File: config.mk
export PLATFORM = sky130hd
export DESIGN_NAME = skp_cell
export DESIGN_NICKNAME = d
export VERILOG_FILES = /design/src/design/skp_pkg.sv /design/src/design/skp_cell.sv
export SDC_FILE = /design/constraint.sdc
export NUM_CORES = 1
export LEC_CHECK = 0
export BUFFER_PORTS_ARGS = -buffer_cell sky130_fd_sc_hd__buf_2
export CAP_MARGIN = 0
export CORE_AREA = 2 2 103 105
export CTS_BUF_LIST = sky130_fd_sc_hd__clkbuf_8
export CTS_CLUSTER_SIZE = 10
export DETAILED_ROUTE_END_ITERATION = 8
export DIE_AREA = 0 0 105 107
export PLACE_DENSITY = 0.82
export SYNTH_ARGS = -nofsm -noshare
export SYNTH_HDL_FRONTEND = slang
export SYNTH_SLANG_ARGS = --single-unit
File: constraint.sdc
create_clock -name clk -period 4 [get_ports clk]
set_input_delay 0.6 -clock clk [delete_from_list [all_inputs] [get_ports clk]]
set_output_delay 0.6 -clock clk [all_outputs]
set_load 0.01 [all_outputs]
File: src/design/skp_pkg.sv
`timescale 1ns / 1ps

package skp_pkg;

  // Item kinds on the entry channel
  localparam logic [1:0] KIND_LOAD  = 2'd0;
  localparam logic [1:0] KIND_MUL   = 2'd1;
  localparam logic [1:0] KIND_CLEAR = 2'd2;

  // Configuration register indexes
  localparam int CFG_IDX_W  = 2;
  localparam int CFG_DATA_W = 63;
  localparam logic [CFG_IDX_W-1:0] CFG_B_ROWS    = 2'd0;
  localparam logic [CFG_IDX_W-1:0] CFG_B_COLS    = 2'd1;
  localparam logic [CFG_IDX_W-1:0] CFG_TOLERANCE = 2'd2;

  localparam int DIM_W = 17;
  localparam int TOL_W = 63;

  typedef enum logic [1:0] {
    ST_IDLE,
    ST_SETUP,
    ST_RUN
  } skp_state_t;

  // Per-cycle control broadcast to every cell of the chain
  typedef struct packed {
    logic load;
    logic shift;
  } skp_cell_ctrl_t;

  // One product token handed to the emit stage
  typedef struct packed {
    logic               valid;
    logic               fin;
    logic [31:0]        row;
    logic [31:0]        col;
    logic signed [63:0] value;
  } skp_tok_t;

endpackage

File: src/design/skp_cell.sv
`timescale 1ns / 1ps

module skp_cell
  import skp_pkg::*;
#(
  parameter int IDX   = 0,
  parameter int CNT_W = 7,
  parameter int IDX_W = 16
) (
  input  logic               clk,
  input  skp_cell_ctrl_t     ctl,
  input  logic [CNT_W-1:0]   count,
  input  logic [IDX_W-1:0]   load_row,
  input  logic [IDX_W-1:0]   load_col,
  input  logic signed [31:0] load_value,
  input  logic [IDX_W-1:0]   next_row,
  input  logic [IDX_W-1:0]   next_col,
  input  logic signed [31:0] next_value,
  input  logic [IDX_W-1:0]   head_row,
  input  logic [IDX_W-1:0]   head_col,
  input  logic signed [31:0] head_value,
  output logic [IDX_W-1:0]   row,
  output logic [IDX_W-1:0]   col,
  output logic signed [31:0] value
);

  logic at_tail;
  logic at_load;

  assign at_load = (count == CNT_W'(IDX));
  // The last occupied cell closes the ring by taking the head entry
  assign at_tail = (count == CNT_W'(IDX + 1));

  always_ff @(posedge clk) begin
    if (ctl.load && at_load) begin
      row   <= load_row;
      col   <= load_col;
      value <= load_value;
    end else if (ctl.shift) begin
      if (at_tail) begin
        row   <= head_row;
        col   <= head_col;
        value <= head_value;
      end else begin
        row   <= next_row;
        col   <= next_col;
        value <= next_value;
      end
    end
  end

endmodule

==> impl_metrics.prom <==
# TYPE chip_impl_metric gauge
chip_impl_metric{name="max_slew.worst_pin.slew",unit="ns"} 0.9399
chip_impl_metric{name="port-buffer-count",unit=""} 265
chip_impl_metric{name="total_switching_power",unit="mW"} 0.4514
chip_impl_metric{name="global_route.usage.total",unit=""} 0.2307
chip_impl_info{name="timing.critical_path.to",value="value[14]$_DFFE_PP_"} 1
chip_impl_metric{name="postSynthRegisterBits",unit=""} 64
chip_impl_metric{name="mappedNetlistArea",unit="sq mm"} 0.004104
chip_impl_metric{name="first_global_vias",unit=""} 4162
chip_impl_info{name="grt_setup_unrepaired",value="false"} 1
chip_impl_metric{name="globalplace.congestion",unit=""} 0.8031
chip_impl_metric{name="cts_made_buffers",unit=""} 9
chip_impl_metric{name="post_route_cells_drive_above_1_share",unit=""} 0.5318
chip_impl_metric{name="dpl_worst_slack",unit="ns"} 1.267
chip_impl_metric{name="number_of_antenna_violations_at_the_first_check_in_global_routing",unit=""} 0
chip_impl_metric{name="drt_pass1_iterations",unit=""} 7
chip_impl_metric{name="cts_setup_buffers",unit=""} 0
chip_impl_metric{name="p_leak",unit="nW"} 2.761
chip_impl_metric{name="drv_slew",unit=""} 0
chip_impl_metric{name="setup_ws",unit="ns"} 1.567
chip_impl_metric{name="achievable-frequency",unit="MHz"} 411.1
chip_impl_metric{name="setup_total_negative_slack",unit="ns"} 0
chip_impl_metric{name="number_of_top_level_design_ports",unit=""} 266
chip_impl_metric{name="clock_tree.buffer_depth",unit=""} 2
chip_impl_metric{name="timing.final.hold_violations",unit=""} 0
chip_impl_metric{name="clock_power_share",unit=""} 0.302
chip_impl_metric{name="switching_share",unit=""} 0.2626
chip_impl_metric{name="ys_seq_area_frac",unit=""} 0.4683
chip_impl_metric{name="route.detailed.drc",unit=""} 0
chip_impl_metric{name="min_period_over_period",unit=""} 0.6082
chip_impl_info{name="synthFlopType",value="edfxtp_1"} 1
chip_impl_info{name="path_class",value="in -> reg"} 1
chip_impl_info{name="crit_path_start_kind",value="input port"} 1
chip_impl_metric{name="wire_length_of_the_first_global_routing_pass",unit="um"} 20690
chip_impl_metric{name="cts.hold.buffers_added",unit=""} 0
chip_impl_metric{name="routed_wire_length_per_instance",unit="um"} 19.80
chip_impl_metric{name="antenna_left",unit=""} 0
chip_impl_info{name="worst_setup_path_startpoint",value="count[5]"} 1
chip_impl_metric{name="grt.overflow.total",unit=""} 0
chip_impl_metric{name="async_flop_share",unit=""} 0
chip_impl_metric{name="max_cap_viol_count",unit=""} 0
chip_impl_metric{name="power.density_cell_area",unit="mW/mm^2"} 312.4
chip_impl_metric{name="dpl.hpwl",unit="um"} 9379
chip_impl_metric{name="core",unit="sq mm"} 0.01009
chip_impl_metric{name="pin_count_of_the_biggest_net_entering_global_routing",unit=""} 65
chip_impl_metric{name="fin_crit",unit="ns"} 2.433
chip_impl_metric{name="worst_ir_drop_vdd",unit="uV"} 160.8
chip_impl_info{name="cp-end-kind",value="flop"} 1
chip_impl_metric{name="clock_h_tree_levels",unit=""} 3
chip_impl_info{name="tritoncts",value="yes"} 1
chip_impl_metric{name="fin_nets",unit=""} 749
chip_impl_metric{name="drt_first_iter_violations",unit=""} 270
chip_impl_metric{name="num_antenna_cells",unit=""} 0
chip_impl_metric{name="cp.required",unit="ns"} 4.19
chip_impl_metric{name="worstHoldPathCells",unit=""} 2
chip_impl_metric{name="detail_route.vias_per_cell",unit=""} 6.157
chip_impl_info{name="root_buffer",value="clkbuf_8"} 1
chip_impl_metric{name="relSlewSlack",unit=""} 0.3734
chip_impl_metric{name="detailroute.via_count",unit=""} 4230
chip_impl_metric{name="die_ht",unit="um"} 107
chip_impl_metric{name="syn_area_per_cell",unit="sq um"} 13.24
chip_impl_metric{name="cts_sinks",unit=""} 64
chip_impl_metric{name="worst_ep_arrival_time",unit="ns"} 2.62
chip_impl_metric{name="postRouteWirelength",unit="um"} 13600
chip_impl_metric{name="area_delta_synth_final",unit="%"} 34.09
chip_impl_metric{name="std_cell_rows",unit=""} 37
chip_impl_metric{name="finalSetupViolCount",unit=""} 0
chip_impl_metric{name="cts-resized-gates",unit=""} 0
chip_impl_metric{name="synthesis.instances",unit=""} 310
chip_impl_metric{name="die_width",unit="um"} 105
chip_impl_metric{name="area_of_the_die",unit="sq mm"} 0.01124
chip_impl_metric{name="clk_pin_slew",unit="ns"} 0.07
chip_impl_metric{name="timing.critical_path.fanout_max",unit=""} 32
chip_impl_info{name="status",value="finished clean"} 1
chip_impl_metric{name="power_report.internal_total",unit="mW"} 1.268
chip_impl_metric{name="synth_cell_types",unit=""} 19
chip_impl_metric{name="synth-edff-count",unit=""} 64
chip_impl_metric{name="syn-num-nets",unit=""} 512
chip_impl_metric{name="initial_utilization",unit=""} 0.4066
chip_impl_info{name="path_type_of_the_worst_min_delay_path",value="in -> reg"} 1
chip_impl_metric{name="pwr-share-seq",unit=""} 0.480
chip_impl_metric{name="share_comb_of_total_power",unit=""} 0.218
chip_impl_metric{name="ys_warn_count",unit=""} 0
## metal layers
metal	GRT usage	wire, um	vias to the layer above
met2	0.4026	7017	293
met4	0.08762	272	0
met3	0.05106	1187	22
li1	-	-	1882
met1	0.2786	5123	2033
met5	0	0	-
## how the worst min path moves through the flow
| stage | slack [ns] | start | endpoint |
|---|---|---|---|
| floorplan | 0.79 | next_row[4] | row[4]$_DFFE_PP_ |
| global placement | 0.89 | next_row[4] | row[4]$_DFFE_PP_ |
| detailed placement | 0.90 | next_row[4] | row[4]$_DFFE_PP_ |
| CTS | 0.54 | next_row[4] | row[4]$_DFFE_PP_ |
| global route | 0.55 | head_value[17] | value[17]$_DFFE_PP_ |
| finish | 0.56 | next_row[4] | row[4]$_DFFE_PP_ |
## flip-flops by register name (all words and copies together) (netlist names)
register and count:
row 16, value 32, col 16
## cell usage in the layout (no fill, tap or decap)
cell type,instances
a221o_1,63
a22oi_1,1
a31o_4,1
a41o_1,63
and3_2,1
buf_2,265
buf_4,9
bufinv_16,1
clkbuf_8,9
clkinv_1,1
clkinv_2,3
edfxtp_1,64
inv_1,1
nand2_4,1
nor2_4,1
nor2b_4,1
nor3b_1,63
nor4_4,1
o211ai_1,1
o2bb2ai_1,1
## stage by stage
| stage | std cells | cell area (sq um) | hold WS, ns | total power [mW] | util |
|---|---|---|---|---|---|
| finish | 687 | 5503 | 0.5634 | 1.719 | 0.5453 |
| global route | 687 | 5503 | 0.5450 | 1.792 | 0.5453 |
| CTS | 687 | 5503 | 0.5411 | 1.728 | 0.5453 |
| detailed placement | 672 | 5326 | 0.8961 | 1.212 | 0.5278 |
| global placement | 672 | 5326 | 0.8940 | 1.200 | 0.5278 |
| floorplan | 310 | 4104 | 0.7944 | 1.014 | - |
## cell usage after synthesis, types with 3 or more instances
cell type | number | area share
buf_1 | 3 | 0.0027
a41o_1 | 63 | 0.15
buf_2 | 16 | 0.020
a221o_1 | 63 | 0.15
edfxtp_1 | 64 | 0.47
buf_12 | 6 | 0.029
buf_6 | 8 | 0.022
clkbuf_1 | 14 | 0.013
nor3b_1 | 63 | 0.12
## critical path, stage by stage
cell     delay (ns)
buf_2          0.11
nor4_4         0.58
and3_2         0.75
buf_4          0.37
a221o_1        0.20
## power groups by stage
stage | clock network, mW | logic (mW) | registers, mW
6_report | 0.520 | 0.374 | 0.826
5_1_grt | 0.559 | 0.403 | 0.830
4_1_cts | 0.529 | 0.373 | 0.826
3_5_place_dp | 0 | 0.372 | 0.840
3_3_place_gp | 0 | 0.360 | 0.839
2_1_floorplan | 0 | 0.143 | 0.872
## kinds of logic (layout without fill, tap and decap cells)
| group | Yosys count | in the layout | share of synthesized area |
|---|---|---|---|
| simple gates | 68 | 68 | 0.1271 |
| buf+inv | 48 | 289 | 0.08933 |
| flops | 64 | 64 | 0.4683 |
| compound gates | 130 | 130 | 0.3152 |
## final cells by class
class                           instances  area, sq um
Timing Repair Buffer                  274         1394
Tap cell                              136        170.2
Clock inverter                          6        52.55
Clock buffer                            9        123.9
Multi-Input combinational cell        198         1841
Fill cell                             934         4589
Sequential cell                        64         1922
(Power assumes the default switching activity.)
