<file path="config.mk">
export PLATFORM = sky130hd
export DESIGN_NAME = skp_emit_flat
export DESIGN_NICKNAME = d
export VERILOG_FILES = /design/src/design/skp_pkg.sv /design/src/design/skp_if.sv /design/src/design/skp_emit.sv /design/src/flat_wrapper.sv
export SDC_FILE = /design/constraint.sdc
export NUM_CORES = 1
export LEC_CHECK = 0
export BUFFER_PORTS_ARGS = -buffer_cell sky130_fd_sc_hd__buf_4
export CORE_MARGIN = 4
export CORE_UTILIZATION = 46
export DETAILED_ROUTE_END_ITERATION = 16
export HOLD_SLACK_MARGIN = 0.02
export PLACE_DENSITY = 0.85
export SLEW_MARGIN = 40
export SYNTH_ARGS = -nofsm -noshare
export SYNTH_HDL_FRONTEND = slang
export SYNTH_SLANG_ARGS = --single-unit
</file>
<file path="constraint.sdc">
create_clock -name clk -period 21.9 [get_ports clk]
set_input_delay 2.19 -clock clk [delete_from_list [all_inputs] [get_ports clk]]
set_output_delay 2.19 -clock clk [all_outputs]
set_load 0.1 [all_outputs]
</file>
<file path="src/design/skp_pkg.sv">
`timescale 1ns / 1ps

package skp_pkg;

  // Item kinds on the entry channel
  localparam logic [1:0] KIND_LOAD  = 2'd0;
  localparam logic [1:0] KIND_MUL   = 2'd1;
  localparam logic [1:0] KIND_CLEAR = 2'd2;

  // Configuration register indexes
  localparam int CFG_IDX_W  = 2;
  localparam int CFG_DATA_W = 63;
  localparam logic [CFG_IDX_W-1:0] CFG_B_ROWS    = 2'd0;
  localparam logic [CFG_IDX_W-1:0] CFG_B_COLS    = 2'd1;
  localparam logic [CFG_IDX_W-1:0] CFG_TOLERANCE = 2'd2;

  localparam int DIM_W = 17;
  localparam int TOL_W = 63;

  typedef enum logic [1:0] {
    ST_IDLE,
    ST_SETUP,
    ST_RUN
  } skp_state_t;

  // Per-cycle control broadcast to every cell of the chain
  typedef struct packed {
    logic load;
    logic shift;
  } skp_cell_ctrl_t;

  // One product token handed to the emit stage
  typedef struct packed {
    logic               valid;
    logic               fin;
    logic [31:0]        row;
    logic [31:0]        col;
    logic signed [63:0] value;
  } skp_tok_t;

endpackage

</file>
<file path="src/design/skp_if.sv">


interface skp_out_if;
  logic               valid;
  logic               ready;
  logic [31:0]        out_row;
  logic [31:0]        out_col;
  logic signed [63:0] out_value;
  logic               last;

  modport source(output valid, out_row, out_col, out_value, last, input ready);
  modport sink(input valid, out_row, out_col, out_value, last, output ready);
endinterface

</file>
<file path="src/design/skp_emit.sv">
`timescale 1ns / 1ps

module skp_emit
  import skp_pkg::*;
(
  input  logic             clk,
  input  logic             rst,
  input  skp_tok_t         tok,
  input  logic [TOL_W-1:0] tolerance,
  output logic             adv,
  skp_out_if.source        result
);

  logic [63:0]        mag;
  logic               pass;
  logic               push_data;
  logic               push_end;
  logic               pend_valid;
  logic [31:0]        pend_row;
  logic [31:0]        pend_col;
  logic signed [63:0] pend_value;

  assign mag       = tok.value[63] ? 64'(-tok.value) : 64'(tok.value);
  assign pass      = mag > {1'b0, tolerance};
  assign push_data = tok.valid && !tok.fin && pass;
  assign push_end  = tok.valid && tok.fin && pend_valid;
  assign adv       = !result.valid || result.ready;

  // A passing product waits in the pending slot until the next passing
  // product or the end token tells whether it is the last one.
  always_ff @(posedge clk) begin
    if (rst) begin
      result.valid <= 1'b0;
      pend_valid   <= 1'b0;
    end else if (adv) begin
      result.valid <= (push_data && pend_valid) || push_end;
      if (push_data) begin
        pend_valid <= 1'b1;
      end else if (tok.valid && tok.fin) begin
        pend_valid <= 1'b0;
      end
    end
  end

  always_ff @(posedge clk) begin
    if (adv) begin
      if ((push_data && pend_valid) || push_end) begin
        result.out_row   <= pend_row;
        result.out_col   <= pend_col;
        result.out_value <= pend_value;
        result.last      <= push_end;
      end
      if (push_data) begin
        pend_row   <= tok.row;
        pend_col   <= tok.col;
        pend_value <= tok.value;
      end
    end
  end

endmodule

</file>
<file path="src/flat_wrapper.sv">
// flat-port wrapper written by rule: the top's interface ports become plain ports
module skp_emit_flat import skp_pkg::*;
  (clk, rst, tok, tolerance, adv, result_valid, result_out_row, result_out_col, result_out_value, result_last, result_ready);
  skp_out_if result_i ();
  input  logic clk;
  input  logic rst;
  input  skp_tok_t tok;
  input  logic [TOL_W-1:0] tolerance;
  output logic adv;
  output wire logic [$bits(result_i.valid)-1:0] result_valid;
  output wire logic [$bits(result_i.out_row)-1:0] result_out_row;
  output wire logic [$bits(result_i.out_col)-1:0] result_out_col;
  output wire logic [$bits(result_i.out_value)-1:0] result_out_value;
  output wire logic [$bits(result_i.last)-1:0] result_last;
  input wire logic [$bits(result_i.ready)-1:0] result_ready;
  assign result_valid = result_i.valid;
  assign result_out_row = result_i.out_row;
  assign result_out_col = result_i.out_col;
  assign result_out_value = result_i.out_value;
  assign result_last = result_i.last;
  assign result_i.ready = result_ready;
  skp_emit u_core (.clk(clk), .rst(rst), .tok(tok), .tolerance(tolerance), .adv(adv), .result(result_i));
endmodule
</file>
==> results of run 1 <==
[cells by family (layout without fill, tap and decap cells)]
logic type | after synthesis | in the layout
compound gates | 106 | 106
flops | 259 | 259
fa+ha+maj | 64 | 64
xor+xnor | 61 | 61
simple gates | 117 | 117
buf+inv | 76 | 445
[layer usage]
metal | up-vias | global-route usage
met1 | 3334 | 0.245
met3 | 32 | 0.0612
met5 | - | 0
met2 | 314 | 0.354
li1 | 3309 | -
met4 | 2 | 0.0458
[critical path: stages]
cell and delay [ns]:
sky130_fd_sc_hd__buf_4 0.13, sky130_fd_sc_hd__inv_1 0.09, sky130_fd_sc_hd__ha_1 0.16, sky130_fd_sc_hd__nor3b_1 0.52, sky130_fd_sc_hd__nand4_1 0.46, sky130_fd_sc_hd__or4_1 0.69
sky130_fd_sc_hd__or2_1 0.30, sky130_fd_sc_hd__a211o_1 0.30, sky130_fd_sc_hd__o41ai_1 0.40, sky130_fd_sc_hd__xnor2_1 0.11, sky130_fd_sc_hd__ha_1 0.36, sky130_fd_sc_hd__and3_1 0.20
sky130_fd_sc_hd__nand3_1 0.08, sky130_fd_sc_hd__nor4_1 0.46, sky130_fd_sc_hd__and4_1 0.28, sky130_fd_sc_hd__a221o_1 0.15, sky130_fd_sc_hd__o21ai_1 0.29, sky130_fd_sc_hd__a21boi_4 0.24
sky130_fd_sc_hd__buf_4 0.56
[stage by stage]
stage,setup slack [ns],instance area (um^2),util,hold WS (ns),cells
3_5_place_dp,13.50,13600,0.596,0.405,1315
5_1_grt,13.57,14600,0.637,0.418,1365
2_1_floorplan,5.56,10800,-,0.400,683
4_1_cts,14.01,14600,0.637,0.415,1365
3_3_place_gp,13.44,13600,0.595,0.400,1315
6_report,14.02,14600,0.637,0.415,1365
[worst paths after layout]
| check | end | slack (ns) | cells after the start |
|---|---|---|---|
| max reg2reg | u_core.result.out_col[6]$_DFFE_PP_ | 19.47 | 7 |
| min | u_core.result.out_col[21]$_DFFE_PP_ | 0.41 | 0 |
| max | u_core.result.out_col[6]$_DFFE_PP_ | 14.02 | 19 |
| min reg2reg | u_core.result.out_col[21]$_DFFE_PP_ | 0.41 | 0 |
[where the power goes]
group	leakage, nW	total, mW	internal (mW)	switching [mW]
clock	0.455	0.475	0.290	0.186
combinational	2.91	0.137	0.0546	0.0822
sequential	2.35	0.579	0.573	0.00637
[registers in the layout (all words and copies together) (netlist names)]
| name | count |
|---|---|
| u_core.result.out_value | 64 |
| u_core.result.valid | 1 |
| u_core.result.out_row | 32 |
| u_core.result.last | 1 |
| u_core.pend_row | 32 |
| u_core.pend_value | 64 |
| u_core.pend_col | 32 |
| u_core.result.out_col | 32 |
| u_core.pend_valid | 1 |
[layout make-up]
type                    count  area, um^2
flip-flops and latches    259        7760
clock buffers              33         741
fillers                  1624        8290
multi-input cells         348        2740
well taps                 313         392
repair buffers            328        2470
clock inverters            17         204
inverters                  67         264
[synth_stat cells (6+ instances only)]
cell	instances	area, um^2
sky130_fd_sc_hd__a21oi_1	22	110
sky130_fd_sc_hd__and4_1	6	52.6
sky130_fd_sc_hd__edfxtp_1	257	7720
sky130_fd_sc_hd__ha_1	64	801
sky130_fd_sc_hd__inv_1	67	251
sky130_fd_sc_hd__nand2_1	25	93.8
sky130_fd_sc_hd__nand3_1	10	50.1
sky130_fd_sc_hd__nand4_1	12	75.1
sky130_fd_sc_hd__nor2_1	7	26.3
sky130_fd_sc_hd__nor3_1	8	40.0
sky130_fd_sc_hd__o21ai_0	29	145
sky130_fd_sc_hd__o31ai_1	21	158
sky130_fd_sc_hd__o41ai_1	8	70.1
sky130_fd_sc_hd__or3_1	10	62.6
sky130_fd_sc_hd__or4_1	13	97.6
sky130_fd_sc_hd__xnor2_1	61	534
==> summary by stage, run 1 <==
Status
The run finished with clean final reports.

Clock network
After clock tree synthesis, the flow added hold-fix buffers numbering 0. The TritonCTS clock tree is yes. The number of clock buffers inserted by TritonCTS is 28. The maximum clock path buffer count is 3.

In this run the number of H-tree levels came out at 1. The clock-pin slew on the worst setup and hold paths is 0.06 ns. The total setup buffers inserted after CTS is 0. For the worst-skew pair, the clock arrives at the later sink with an insertion delay of 0.52 ns. CTS placed an instance of sky130_fd_sc_hd__clkbuf_16 at the clock tree root.

The total clock sinks is 259. Post-CTS repair changed the size of 0 cells.

Final layout
The most common cell after layout, fill and taps aside is sky130_fd_sc_hd__buf_4. The proportion of layout cells with a drive suffix above 1 is 0.361. In the layout the commonest cells are sky130_fd_sc_hd__buf_4, sky130_fd_sc_hd__edfxtp_1, sky130_fd_sc_hd__inv_1, sky130_fd_sc_hd__ha_1, sky130_fd_sc_hd__xnor2_1.

The repair_antennas step left the layout with diodes totalling 0. The final layout contains 1292 nets. The area added between synthesis and finish is 35.2%.

STA
The final hold violation count came to 0. The relative slew slack is 0.430. Of the available clock period, the critical path in the final layout requires 0.360. The transition time at the pin with the least slew margin is 0.849 ns. The peak clock frequency supported by timing is 127 MHz. Setup repair after global routing left no endpoint under its margin. The clock skew after layout is 0.00840 ns. Setup total negative slack on the finished layout was measured at 0 ns. The max-slew violation total from the final report is 0.

Setup violations remaining at the end of the flow were counted as 0. The post-layout minimum cycle time is 7.88 ns.

Route
The number of detailed-routing iterations run before antenna repair is 5. The remaining antenna violation count after routing is 0. The highest metal layer carrying signal wires in the routed design is met5.

The number of DRC markers after the initial detailed-route iteration is 455. In the final routed layout, each cell accounts on average for 19.8 um. Dividing the detail-routed via count by the number of cells gives 5.12. The post-detailed-routing wire length is 27000 um.

The residual DRC count is 0. For this block, wires on met1 add up to 10200 um. The met3 wirelength from detailed routing is 2620 um. The detailed router placed 6991 vias in this run. The total met2 wirelength after detailed routing is 13700 um.

Die
In this run the count of I/O pins placed on the die edge is 327. The placeable core region is 22800 um^2. In this run the horizontal extent of the chip is 161 um.

The height of the chip is 161 um. In this run the core area contains 55 standard-cell rows. The initial utilization of the core area, before any placement, comes to 0.471.

The die area is 25900 um^2.

Synth
Each instance of the synthesized netlist takes up on average 15.8 um^2. By area, the combinational part of the netlist is dominated by adder cells. Synthesis instantiated 46 different standard cells from the library. The share of the synthesized area in compound gates (AO/OA/AOI/OAI) is 0.0651. The share of cell area taken by muxes after synthesis is 0. The area of the mapped netlist is 10800 um^2. Counting every net in the synthesized netlist gives 943. For this run, the number of Yosys warnings is 0.

Of the total synthesized cell area, the portion taken by full adders, half adders and majority gates is 0.0744. Of the total synthesized cell area, the portion taken by AND, OR, NAND and NOR gates is 0.0639. The leading register cell type out of synthesis is sky130_fd_sc_hd__edfxtp_1. The synthesized design contains 259 register bits. The count of mapped cells out of synthesis is 683. Of the synthesized area, sequential elements account for 0.720.

The synthesized design contains 257 enable-type register cells. The share of synthesized registers carrying an async set or reset is 0. Of the total synthesized cell area, the portion taken by XOR and XNOR cells is 0.0496.

Place
The number of buffer cells added on primary ports is 326. The half-perimeter wire length of the detailed placement result is 20100 um. The routability congestion estimate is 0.842.

Critical path
The worst setup path is captured at a flip-flop. The worst setup path is launched from an input port. The critical path starts at tok[0]. The startpoint identified for the worst register-to-register timing path is u_core.result.valid$_SDFFE_PP0P_.

At the worst endpoint, the required time is 22.04 ns. Data arrives at the worst endpoint at 8.03 ns. Along the worst path, the maximum fanout reaches 54. The critical path is of the in2reg type.

GRT
The leftover overflow at the end of global routing is 0. The global-route usage over all layers is 0.201. The first global-routing pass estimated 40900 um of wire.

The via count of the first global-routing pass came to 7167. Entering global routing, the biggest net connects 129 pins. The number of antenna violations at the first check in global routing is 1.

Flow run
The max-cap check violation count is 0.

Worst hold path
The launch instance of the worst min-delay path is u_core.pend_col[21]$_DFFE_PP_. The tightest min-delay check is of the reg2reg type.

Power and ir drop
The ratio of total power to cell area is 81.8 nW/um^2. The post-route total power is 1.19 mW. The leakage power of the design is 5.72 nW.

The maximum vdd drop is 0.0000839 V.
No activity file was read; power rests on OpenSTA's default activity.
==> inputs of run 2 (changes only) <==
- clock period: 21.9 -> 7.8 ns (I/O delays scaled with it)
==> summary by stage, run 2 (same netlist as run 1, synthesis figures left out) <==
Die
The initial core utilization came to 0.471 (unchanged). The die outline width is 161 um (unchanged). The placeable core region came to 22800 um^2 (unchanged). The die area came to 25900 um^2 (unchanged). The height of the chip is 161 um (unchanged).

The number of rows created at floorplan is 55 (unchanged). The number of top-level pins is 327 (unchanged).

Critical path
The startpoint class of the critical path was an input port (unchanged). CP cell instances: buf_4 > inv_1 > ha_1 > nor3b_1 > nand4_1 > or4_1 > or2_1 > a211o_1 > o41ai_1 > xnor2_1 > ha_1 > and3_1 > nand3_1 > nor4_1 > and4_1 > a221o_1 > o21ai_1 > a21boi_4 > buf_12 (was buf_4 > inv_1 > ha_1 > nor3b_1 > nand4_1 > or4_1 > or2_1 > a211o_1 > o41ai_1 > xnor2_1 > ha_1 > and3_1 > nand3_1 > nor4_1 > and4_1 > a221o_1 > o21ai_1 > a21boi_4 > buf_4). The critical path data arrival time is 6.82 ns (was 8.03 ns). The number of logic stages on the critical path including buffering is 19 (unchanged). The type of the worst setup path is in2reg (unchanged). The flop-to-flop setup slack is 5.19 ns (was 19.47 ns). The largest delay contributor family on the critical path is simple AND/OR/NAND/NOR gates (unchanged). The launching instance or port of the critical path is tok[0] (unchanged). The launching point of the worst reg2reg path is u_core.result.valid$_SDFFE_PP0P_ (unchanged). The cell with the biggest individual delay on the critical path is sky130_fd_sc_hd__or4_1 (unchanged). The endpoint type of the worst setup path is a flip-flop (unchanged). The buffer and inverter count on the worst path is 3 (unchanged). The worst endpoint required time is 7.95 ns (was 22.04 ns). The worst-path maximum fanout is 118 (was 54).

Counting stages on the worst path, the most repeated cell is sky130_fd_sc_hd__ha_1. The length in cells of the worst reg-to-reg path is 7 (unchanged). The maximum cell stage delay along the critical path came to 0.70 ns (was 0.69 ns).

Final layout
The final design utilization was 0.638 (was 0.637). Most frequent cells in the layout: sky130_fd_sc_hd__buf_4, sky130_fd_sc_hd__edfxtp_1, sky130_fd_sc_hd__inv_1, sky130_fd_sc_hd__ha_1, sky130_fd_sc_hd__xnor2_1 (unchanged). The number of diodes added for antenna fixing was 0 (unchanged).

The fill cell total of the finished layout is 1639 (was 1624). Registers with the most flip-flops: u_core.pend_value (64), u_core.result.out_value (64) (unchanged). The multi-input gate area in the final layout is 2740 um^2 (unchanged). The most common cell after layout, fill and taps aside is sky130_fd_sc_hd__buf_4 (unchanged).

The final-stage net count came to 1291 (was 1292). The final non-filler cell area came to 14600 um^2 (about the same). The proportion of layout cells with a drive suffix above 1 was 0.363 (was 0.361). The area added between synthesis and finish is 35.3% (was 35.2%). The sequential cell area is 7760 um^2 (unchanged).

Route
The post-detailed-route wirelength per cell is 20.0 um (was 19.8 um). The via-per-instance ratio is 5.13 (was 5.12). The remaining antenna violation count after routing was 0 (unchanged). The post-detailed-routing wire length came to 27200 um (was 27000 um).

The top layer reached by signal wires was met5 (unchanged). The post-route met1 wirelength is 10100 um (was 10200 um). The number of DRC markers after the initial detailed-route iteration was 459 (was 455). The number of detailed-routing iterations run before antenna repair was 5 (unchanged). The residual DRC count is 0 (unchanged). The met3 wirelength from detailed routing is 2650 um (was 2620 um). The total number of vias came to 6999 (was 6991).

The total met2 wirelength after detailed routing is 13800 um (was 13700 um).

GRT
The number of antenna violations at the first check in global routing came to 2 (was 1). The via count of the first global-routing pass is 7209 (was 7167). The pin count of the biggest net entering global routing is 119 (was 129). The global-route usage over all layers is 0.202 (was 0.201). The global-route wire length before repair came to 40500 um (was 40900 um). The leftover overflow at the end of global routing was 0 (unchanged).

Place
The placed instance area was 13600 um^2 (about the same). The half-perimeter wire length of the detailed placement result came to 20300 um (was 20100 um). The routability congestion estimate came to 0.822 (was 0.842). The number of buffer cells added on primary ports was 326 (unchanged).

Clock network
The total clock sinks is 259 (unchanged). The maximum clock path buffer count came to 3 (unchanged). The number of clock buffers inserted by TritonCTS is 26 (was 28).

The total number of H-tree levels is 1 (unchanged). The total setup buffers inserted after CTS was 0 (unchanged). The clock-pin slew on the worst setup and hold paths was 0.07 ns (was 0.06 ns). The clock insertion delay at the later pin of the skew report is 0.52 ns (about the same).

The count of instances resized after the clock tree is built was 0 (unchanged). The buffer type at the clock tree root is sky130_fd_sc_hd__clkbuf_16 (unchanged). The cts-stage hold buffer count is 0 (unchanged). The TritonCTS clock tree is yes (unchanged).

Power and ir drop
The cell-internal power is 2.60 mW (was 0.917 mW). The combinational group share of total power came to 0.114 (was 0.115). The ratio of total power to cell area was 231 nW/um^2 (was 81.8 nW/um^2). The sequential group share of total power is 0.482 (was 0.486). The maximum vdd drop came to 0.000155 V (was 0.0000839 V). The leakage power of the design is 5.73 nW (was 5.72 nW). The clock network fraction of design power is 0.404 (was 0.399). The net switching share of the total power is 0.230 (about the same). The net switching power was 0.774 mW (was 0.274 mW). The post-route total power is 3.37 mW (was 1.19 mW).

STA
Setup repair after global routing missed its margin: no (unchanged). The hold slack was 0.412 ns (was 0.415 ns). The max-slew violation total from the final report came to 0 (unchanged). The portion of the clock cycle consumed by the worst path in the final layout is 0.855. The clock skew after layout is 0.00814 ns (was 0.00840 ns). The post-layout minimum cycle time is 6.67 ns. The final setup violation count is 0 (unchanged). The peak clock frequency supported by timing is 150 MHz. The summed negative setup slack over all endpoints is 0 ns (unchanged).

The final hold violation count came to 0 (unchanged). The transition time at the pin with the least slew margin was 0.765 ns (was 0.849 ns). The relative slew slack is 0.490 (was 0.430).

Flow run
The max-cap check violation count is 0 (unchanged).

Worst hold path
The launch instance of the worst min-delay path is u_core.pend_row[11]$_DFFE_PP_ (was u_core.pend_col[21]$_DFFE_PP_). The worst hold path cell count was 0 (unchanged). The classification of the worst-slack hold path is reg2reg (unchanged).

Status
Status: complete, no violations (unchanged).
[run 2: layout make-up]
cell class	count	share of cell area
multi-input combinational	348	0.188
sequential	259	0.532
clock inverter	19	0.0181
tap	313	0.0269
clock buffer	29	0.0469
timing repair buffer	329	0.171
inverter	67	0.0175
[run 2: per-stage QoR]
step / worst slack, ns / instances
after floorplan: 0.0246 / 683
after global placement: 0.682 / 1316
after detailed placement: 0.478 / 1316
after CTS: 0.988 / 1364
after global routing: 0.655 / 1364
final: 1.13 / 1364
[run 2: layer usage]
metal,up-vias,track usage
met4,4,0.0523
met3,48,0.0651
met5,-,0
li1,3307,-
met2,339,0.362
met1,3301,0.235
[run 2: worst paths after layout]
path / to
worst min register to register: u_core.result.out_row[11]$_DFFE_PP_
worst max-delay path: u_core.result.out_value[11]$_DFFE_PP_
worst max register to register: u_core.result.out_value[11]$_DFFE_PP_
worst min-delay path: u_core.result.out_row[11]$_DFFE_PP_
[run 2: power groups by stage]
stage	Combinational, mW	Sequential (mW)	Clock, mW
2_1_floorplan	0.146	1.73	0
3_3_place_gp	0.373	1.65	0
3_5_place_dp	0.384	1.65	0
4_1_cts	0.387	1.63	1.39
5_1_grt	0.420	1.63	1.46
6_report	0.385	1.63	1.36
